===== src/rtl/ievq_pkg.sv =====
// Package for the input-event queue: command codes, device codes and the
// item, report and control types shared by the controller and datapath.
// No dependencies.
package ievq_pkg;

  localparam logic [2:0] CMD_REGISTER   = 3'd0;
  localparam logic [2:0] CMD_UNREGISTER = 3'd1;
  localparam logic [2:0] CMD_SUBMIT     = 3'd2;
  localparam logic [2:0] CMD_KEYBOARD   = 3'd3;
  localparam logic [2:0] CMD_MOUSE      = 3'd4;
  localparam logic [2:0] CMD_POP        = 3'd5;

  localparam logic [15:0] TYPE_KEYBOARD = 16'd1;
  localparam logic [15:0] TYPE_MOUSE    = 16'd2;

  localparam int unsigned SLOT_KEYBOARD = 0;
  localparam int unsigned SLOT_MOUSE    = 1;

  typedef struct packed {
    logic [2:0]         cmd;
    logic [4:0]         target_id;
    logic [31:0]        rep_timestamp;
    logic [15:0]        rep_type;
    logic [7:0]         scancode;
    logic [7:0]         keycode;
    logic               pressed;
    logic signed [15:0] x_delta;
    logic signed [15:0] y_delta;
    logic [7:0]         buttons;
  } in_item_t;

  typedef struct packed {
    logic               status;
    logic [3:0]         slot;
    logic               got_report;
    logic [31:0]        out_timestamp;
    logic [15:0]        out_type;
    logic [7:0]         out_scancode;
    logic [7:0]         out_keycode;
    logic               out_pressed;
    logic signed [15:0] out_x;
    logic signed [15:0] out_y;
    logic [7:0]         out_buttons;
    logic [4:0]         device_count;
  } out_item_t;

  // One ring entry.
  typedef struct packed {
    logic [31:0]        stamp;
    logic [15:0]        kind;
    logic [7:0]         scan;
    logic [7:0]         key;
    logic               down;
    logic signed [15:0] dx;
    logic signed [15:0] dy;
    logic [7:0]         btn;
  } report_t;

  // Controller to datapath commands.
  typedef struct packed {
    logic latch;  // capture the accepted input item
    logic exec;   // run the command on slot, counter and ring state
    logic load;   // fill the output register
  } ctrl_cmd_t;

endpackage


===== src/rtl/ievq_ctrl.sv =====
// Controller for the input-event queue: sequences capture, execute and
// output load, and owns both handshakes. Depends on ievq_pkg.
module ievq_ctrl
  import ievq_pkg::*;
(
  input  logic      clk_i,
  input  logic      rst_ni,
  input  logic      in_valid_i,
  output logic      in_ready_o,
  output logic      out_valid_o,
  input  logic      out_ready_i,
  output ctrl_cmd_t ctrl_o
);

  localparam logic [1:0] S_IDLE = 2'd0;
  localparam logic [1:0] S_EXEC = 2'd1;
  localparam logic [1:0] S_LOAD = 2'd2;

  logic [1:0] state_q, state_d;
  logic       out_valid_q, out_valid_d;
  logic       can_load;
  logic       in_xfer;

  assign can_load   = !out_valid_q || out_ready_i;
  assign in_ready_o = (state_q == S_IDLE) || ((state_q == S_LOAD) && can_load);
  assign in_xfer    = in_valid_i && in_ready_o;

  assign ctrl_o.latch = in_xfer;
  assign ctrl_o.exec  = (state_q == S_EXEC);
  assign ctrl_o.load  = (state_q == S_LOAD) && can_load;

  always_comb begin
    state_d = state_q;
    unique case (state_q)
      S_IDLE: begin
        if (in_xfer) state_d = S_EXEC;
      end
      S_EXEC: begin
        state_d = S_LOAD;
      end
      S_LOAD: begin
        if (can_load) state_d = in_xfer ? S_EXEC : S_IDLE;
      end
      default: begin
        state_d = S_IDLE;
      end
    endcase
  end

  always_comb begin
    out_valid_d = out_valid_q;
    if (out_valid_q && out_ready_i) out_valid_d = 1'b0;
    if (ctrl_o.load) out_valid_d = 1'b1;
  end

  always_ff @(posedge clk_i or negedge rst_ni) begin
    if (!rst_ni) begin
      state_q     <= S_IDLE;
      out_valid_q <= 1'b0;
    end else begin
      state_q     <= state_d;
      out_valid_q <= out_valid_d;
    end
  end

  assign out_valid_o = out_valid_q;

endmodule


===== config.mk =====
export PLATFORM = sky130hd
export DESIGN_NAME = ievq_ctrl
export DESIGN_NICKNAME = d
export VERILOG_FILES = /design/src/rtl/ievq_pkg.sv /design/src/rtl/ievq_ctrl.sv
export SDC_FILE = /design/constraint.sdc
export NUM_CORES = 1
export LEC_CHECK = 0
export BUFFER_PORTS_ARGS = -buffer_cell sky130_fd_sc_hd__buf_4
export CAP_MARGIN = 20
export CORE_AREA = 2 2 39 41
export DETAILED_ROUTE_END_ITERATION = 16
export DIE_AREA = 0 0 41 43
export PLACE_DENSITY = 0.34
export SLEW_MARGIN = 40
export SYNTH_ARGS = -nofsm -noshare
export SYNTH_HDL_FRONTEND = slang
export SYNTH_SLANG_ARGS = --single-unit
export TNS_END_PERCENT = 5

===== constraint.sdc =====
create_clock -name clk_i -period 1.7 [get_ports clk_i]
set_input_delay 0 -clock clk_i [delete_from_list [all_inputs] [get_ports clk_i]]
set_output_delay 0 -clock clk_i [all_outputs]
set_load 0.03 [all_outputs]

Word-level counts from Yosys, hierarchy flattened
Cells that the tools add are included.
- equality and inequality tests: 4
- muxes and demuxes: 6
- reduce and logical (&&, ||, !) cells: 9
- operator list (kind ; count):
    $pmux W2 S3 ; 1
    $mux W2 ; 2
    $ne A2 B2 Y1 const B ; 2
    $logic_and A1 B1 Y1 ; 3
    $mux W1 ; 3
    $eq A2 B1 Y1 const B ; 1
    $eq A2 B2 Y1 const B ; 1
    $logic_not A2 Y1 ; 1
    $logic_or A1 B1 Y1 ; 2
    $reduce_and A2 Y1 ; 1
    $reduce_bool A2 Y1 ; 1
    $logic_not A1 Y1 ; 1
- bits in registers: 3
- input port bits: 4
- output and inout bits: 5
- word-level logic and storage cells: 21

Depth between registers and ports, before layout
Gate-level depths: netlist (run 1).
- depth after elaboration: 8
- depth in mapped cells: 3
- depth with buffers taken out: 2

Least setup slack after synthesis (run 1)
Ideal clock, no wire load.
- path type: register -> output
- from: reg out_valid_q (netlist: out_valid_o)
- to: out in_ready_o
- data arrival time: 1206 ps
- required time: 1700 ps
- slack: 494 ps
- stages on the path, launching flop included: 3
- buffers on the path: 0
- cell sequence: dfrtp_1 nor2b_2 a21oi_1
- longest elaborated chain between the ends: 4
- RTL lines (what ; RTL line ; RTL):
    start: declaration ; ievq_ctrl.sv:20 ; logic out_valid_q, out_valid_d;
    start signal: assignment ; ievq_ctrl.sv:62 ; out_valid_q <= out_valid_d;
    $logic_not A1 Y1 ; ievq_ctrl.sv:24 ; assign can_load = !out_valid_q || out_ready_i;
    $logic_or A1 B1 Y1 ; ievq_ctrl.sv:24 ;
    $logic_and A1 B1 Y1 ; ievq_ctrl.sv:25 ; assign in_ready_o = (state_q == S_IDLE) || ((state_q == S_LOAD) && can_load);
    $logic_or A1 B1 Y1 ; ievq_ctrl.sv:25 ;
    end: declaration ; ievq_ctrl.sv:9 ; output logic in_ready_o,
Every way passes these cells.

Worst setup path in the final report (run 1)
Ends and elaborated chain as after synthesis.

==> results.toml, run 1 <==
[status]
outcome = "finished clean"

[timing]
rsz0062_at_grt = "no"
fin_setup_tns_ns = 0
tightestPinTransition_ns = 0.148
min_period_ns = 1.11
setup_ws_ns = 0.591
skew_ns = 0.00176
finalHoldViolations = 0
slew_violations = 0
fin_crit_sh = 0.652
setup_viol = 0
slew_headroom = 0.901
fmax_ghz = 0.902
whs_ns = 0.0628

[pwr]
p_leak_nw = 0.124
pwr-share-seq = 0.301
ir_worst_vdd_v = 0.000459
p_comb_frac = 0.288
p_per_area_mw_per_mm2 = 1180
clock_power_share = 0.411
internal_power_uw = 205
p_sw_frac = 0.317
p_switching_uw = 95.3

[clock_tree]
htreeDepth = 1
cts_buffers = 3
cts_buffer_depth = 2
path_clk_slew_ns = 0.04
cts_resized = 0
clk_latency_ns = 0.23
cts_root_buffer = "clkbuf_4"
ctsHoldBuffers = 1
clock-sinks = 3
post_cts_buffers = 0
cts_tree = "built"

[critical_path]
critical_path_peak_fanout = 4
endpoint_kind = "output port"
worstPathArrival_ns = 1.11
start_kind = "register"
path_class = "reg2out"
crit_required_ns = 1.70

[yosys]
synth_ff_type = "dfrtp_1"
synth-seq-cells = 3
synth_top_cell_by_area = "dfrtp_1"
syn_area_um2 = 161
yosysTopAreaCellShare = 0.465
synth_area_per_cell_um2 = 9.49
ys_top_cells_by_area = "dfrtp_1, buf_4, nand2b_1"
synthArstFlopShare = 1.00
synth_edf_count = 0
syn_nets = 21
synth-seq-area-share = 0.465
netlist_instances = 17
synth_cell_type_count = 9
yosysWarnings = 0
synthTopCellsByCount = "a21oi_1, buf_4, dfrtp_1, nand2b_1"

[route]
drtIter0Drc = 1
drt-vias-per-instance = 3.09
drt_wl_total_um = 334
antenna_left = 0
wire_per_inst_um = 7.77
vias = 133
drcViolationCount = 0
drtPass1Iterations = 2

[finish]
fill_cells = 151
register_area_um2 = 75.1
n_antenna_cell = 0
final_cells = 43
multi_input_area_um2 = 63.8
layout.nets = 32
area_growth_pct = 58.1
drive_gt1_frac = 0.444

[floorplan]
io_pins = 9
die_area_mm2 = 0.00176
start_util = 0.117
die_h_um = 43
die_w_um = 41
row_count = 14
placeableCoreArea_mm2 = 0.00138

[place]
io_buffers = 8
hpwlAfterDp_um = 266
place_congestion = 0.635
placed_cells = 38
dp_slack_ns = 0.838

[run]
maxCapViolCount = 0

[grt]
grt_overflow = 0
grt_max_degree = 6
antenna_found_initial = 0
grt_usage = 0.0514
first_global_vias = 130
grt_pass1_wl_um = 531

[hold_path]
hold_path.class = "in2reg"
worst max-delay path, stage by stage, from the launching register on:
cell and delay, ns:
dfrtp_1 0.38, nor2b_2 0.18, a21oi_1 0.15, buf_4 0.18
path summary, 6_finish.rpt:
kind / from / end / slack, ns / depth (start not counted)
setup / recovery: out_valid_o / in_ready_o / 0.59 / 3
max in group asynchronous: rst_ni / state_q[1] / 1.52 / 2
min in group asynchronous: rst_ni / state_q[0] / 0.09 / 2
hold / removal: in_valid_i / state_q[0] / 0.06 / 3
hold reg to reg: out_valid_o / out_valid_o / 0.53 / 2
setup reg to reg: out_valid_o / state_q[0] / 0.89 / 2
kinds of logic after synthesis:
kind of cell,count (synthesis),synth area share
simple gates,7,0.256
compound gates,4,0.140
flops,3,0.465
buf+inv,3,0.140
through the flow:
step                power, mW  area [um2]   util
finish                  0.301         255  0.184
global route            0.323         255  0.184
CTS                     0.311         255  0.184
detailed placement      0.177         219  0.158
global placement        0.177         219  0.158
floorplan               0.152         161      -
metal layers:
metal / up-vias / global-route usage / wire length [um]
met2: 8 / 0.0438 / 118
li1: 71 / - / -
met3: 0 / 0.0366 / 56
met1: 54 / 0.0684 / 158
met4: 0 / 0.0600 / 0
met5: - / 0 / 0
cells in the final DEF, fill, tap and decap left out:
cell,count
a21oi_1,3
buf_4,8
clkbuf_1,1
clkbuf_4,3
dfrtp_1,3
dlygate4sd3_1,1
nand2_1,1
nand2b_1,3
nor2_1,1
nor2b_1,1
nor2b_2,1
o21bai_1,1
cell type report:
class                      instances  area share
multi-input combinational         11       0.250
clock buffer                       4       0.103
sequential                         3       0.294
tap                               16      0.0784
timing repair buffer               9       0.275
state kept, by name, summed over array words and instances, names as in the netlist:
name	cells
out_valid_o	1
state_q	2
power by group through the flow:
stage                     registers, mW  clock network (mW)  logic [mW]
after floorplan                  0.0982                   0      0.0540
after global placement           0.0912                   0      0.0857
after detailed placement         0.0912                   0      0.0860
after CTS                        0.0902               0.133      0.0879
after global routing             0.0924               0.137      0.0940
final                            0.0905               0.123      0.0865
Note: power is estimated with default switching activity, not from simulation.
==> inputs of run 2 (changes only) <==
- PLACE_DENSITY: 0.34 -> 0.35
- clock period: 1.7 -> 0.9 ns (I/O delays scaled with it)
==> run 2 against run 1 <==
Against the previous run:
- the run now ends with setup timing left
- count of clock-buffer cells in the layout is the same
- clock power increased by 93%
- first-iteration DRC count is 100% lower
- register-to-register slack lost 0.82 ns
- critical path depth stayed put
- sequential share of layout area fell by 5.7 points
- sequential power grew 100%
- critical path type unchanged
- critical endpoint is now ctrl_o[0]
==> results.toml, run 2 (same netlist as run 1, synthesis figures left out) <==
[finish]
post-route-util = 0.237
final_cells = 45
largest_register_ffs = 2
top_register = "state_q"
n_antenna_cell = 0
drive_gt1_frac = 0.759
final_cell_mix = "buf_4, buf_6, clkbuf_4, nand2b_4, dfrtp_2"
area_growth_pct = 103
layout_commonest_cell = "buf_4"
fill_cells = 153
post-route-cell-area_um2 = 328
layout.nets = 34

[critical_path]
rr_endpoint = "state_q[1]"
rr_startpoint = "state_q[0]"
endpoint_kind = "output port"
path_class = "reg2out"
reg2reg_slack_ns = 0.07
worstPathArrival_ns = 1.04
critical_path_peak_fanout = 4
rr_worst_depth = 2
crit_required_ns = 0.90
start_kind = "register"

[timing]
setup_viol = 4
fmax_ghz = 0.958
setup_ws_ns = -0.144
slew_violations = 0
slew_headroom = 0.883
fin_crit_sh = 1.16
skew_ns = 0.00253
finalHoldViolations = 0
fin_setup_tns_ns = -0.517
rsz0062_at_grt = "yes"
tightestPinTransition_ns = 0.175
whs_ns = 0.0322
min_period_ns = 1.04

[status]
outcome = "complete, but fails checks"
violations = "setup timing"

[grt]
grt_overflow = 0
grt_pass1_wl_um = 607
antenna_found_initial = 0
grt_usage = 0.0584
grt_max_degree = 6
first_global_vias = 163

[clock_tree]
cts_tree = "built"
clk_latency_ns = 0.23
path_clk_slew_ns = 0.03
clock-sinks = 3
htreeDepth = 1
cts_root_buffer = "clkbuf_4"
cts_buffer_depth = 2
cts_buffers = 3

[place]
io_buffers = 8
hpwlAfterDp_um = 275
place_area_um2 = 244
placed_cells = 39
place_congestion = 0.566

[route]
drtPass1Iterations = 1
wire_per_inst_um = 7.98
drt_wl_total_um = 359
antenna_left = 0
drcViolationCount = 0
drt-vias-per-instance = 3.33
vias = 150
drtIter0Drc = 0

[floorplan]
start_util = 0.117
placeableCoreArea_mm2 = 0.00138
die_area_mm2 = 0.00176
io_pins = 9
die_h_um = 43
die_w_um = 41
row_count = 14

[pwr]
p_per_area_mw_per_mm2 = 1990
ir_worst_vdd_v = 0.000682
p_leak_nw = 0.148

[hold_path]
whs_path_depth = 3
hold_end = "state_q[0]"
hold_path.class = "in2reg"
worstHoldStart = "in_valid_i"

[run]
maxCapViolCount = 0
==> run 2: cell count changes in the layout (fill, tap and decap cells not counted) <==
cell,change
a21oi_1,-2
buf_6,+4
nand2b_1,-2
dfrtp_1,-2
nor2b_1,-1
nor2_1,-1
a21oi_2,+1
nand2b_4,+2
buf_4,-2
a21oi_4,+1
dfrtp_2,+2
nor2b_4,+1
nor2_2,+1
==> run 2: report_power, final <==
| part | internal, mW | switching [mW] | leakage, nW |
|---|---|---|---|
| clock network | 0.166 | 0.0705 | 0.0150 |
| registers | 0.157 | 0.0248 | 0.0354 |
| logic | 0.119 | 0.115 | 0.0978 |
==> run 2: metrics by stage <==
stage | setup slack, ns | power (mW)
after floorplan | -0.00217 | 0.307
after global placement | 0.0729 | 0.359
after detailed placement | 0.0476 | 0.361
after CTS | -0.163 | 0.667
after global routing | -0.194 | 0.700
final | -0.144 | 0.652
==> run 2: worst max path at each step <==
stage / startpoint / to / slack (ns) / cells after the start
floorplan: out_valid_o / ctrl_o[2] / -0.002 / 3
CTS: out_valid_o / ctrl_o[2] / -0.16 / 3
finish: state_q[0] / ctrl_o[0] / -0.14 / 3
global route: out_valid_o / ctrl_o[2] / -0.19 / 3
global placement: out_valid_o / in_ready_o / 0.07 / 3
detailed placement: state_q[0] / ctrl_o[2] / 0.05 / 3
==> run 2: repair_timing <==
action / 4_1_cts / 5_1_grt
pin swaps: 2 / 0
setup buffers: 1 / 0
gates resized for setup: 9 / 1
hold endpoints to repair: 3 / 0
gates cloned: 0 / 0
endpoints found under the setup margin: 4 / 6
hold buffers: 1 / 0
==> run 2: layout make-up <==
class	instances	area [um2]	share of cell area
Multi-Input combinational cell	11	104	0.317
Clock buffer	4	26.3	0.0802
Tap cell	16	20.0	0.0611
Sequential cell	3	77.6	0.237
Timing Repair Buffer	11	100	0.305
==> run 2: per-layer routing <==
metal  track usage  routed length, um  vias up
met5             0                  0        -
met4        0.0600                  0        0
met3        0.0471                 39        0
met2        0.0656                159        7
met1        0.0617                161       67
li1              -                  -       76
==> run 2: worst max-delay path, cell delays in order (launching register included) <==
cell and delay (ns):
dfrtp_1 0.39, nand2b_4 0.16, nor2_2 0.12, buf_6 0.14
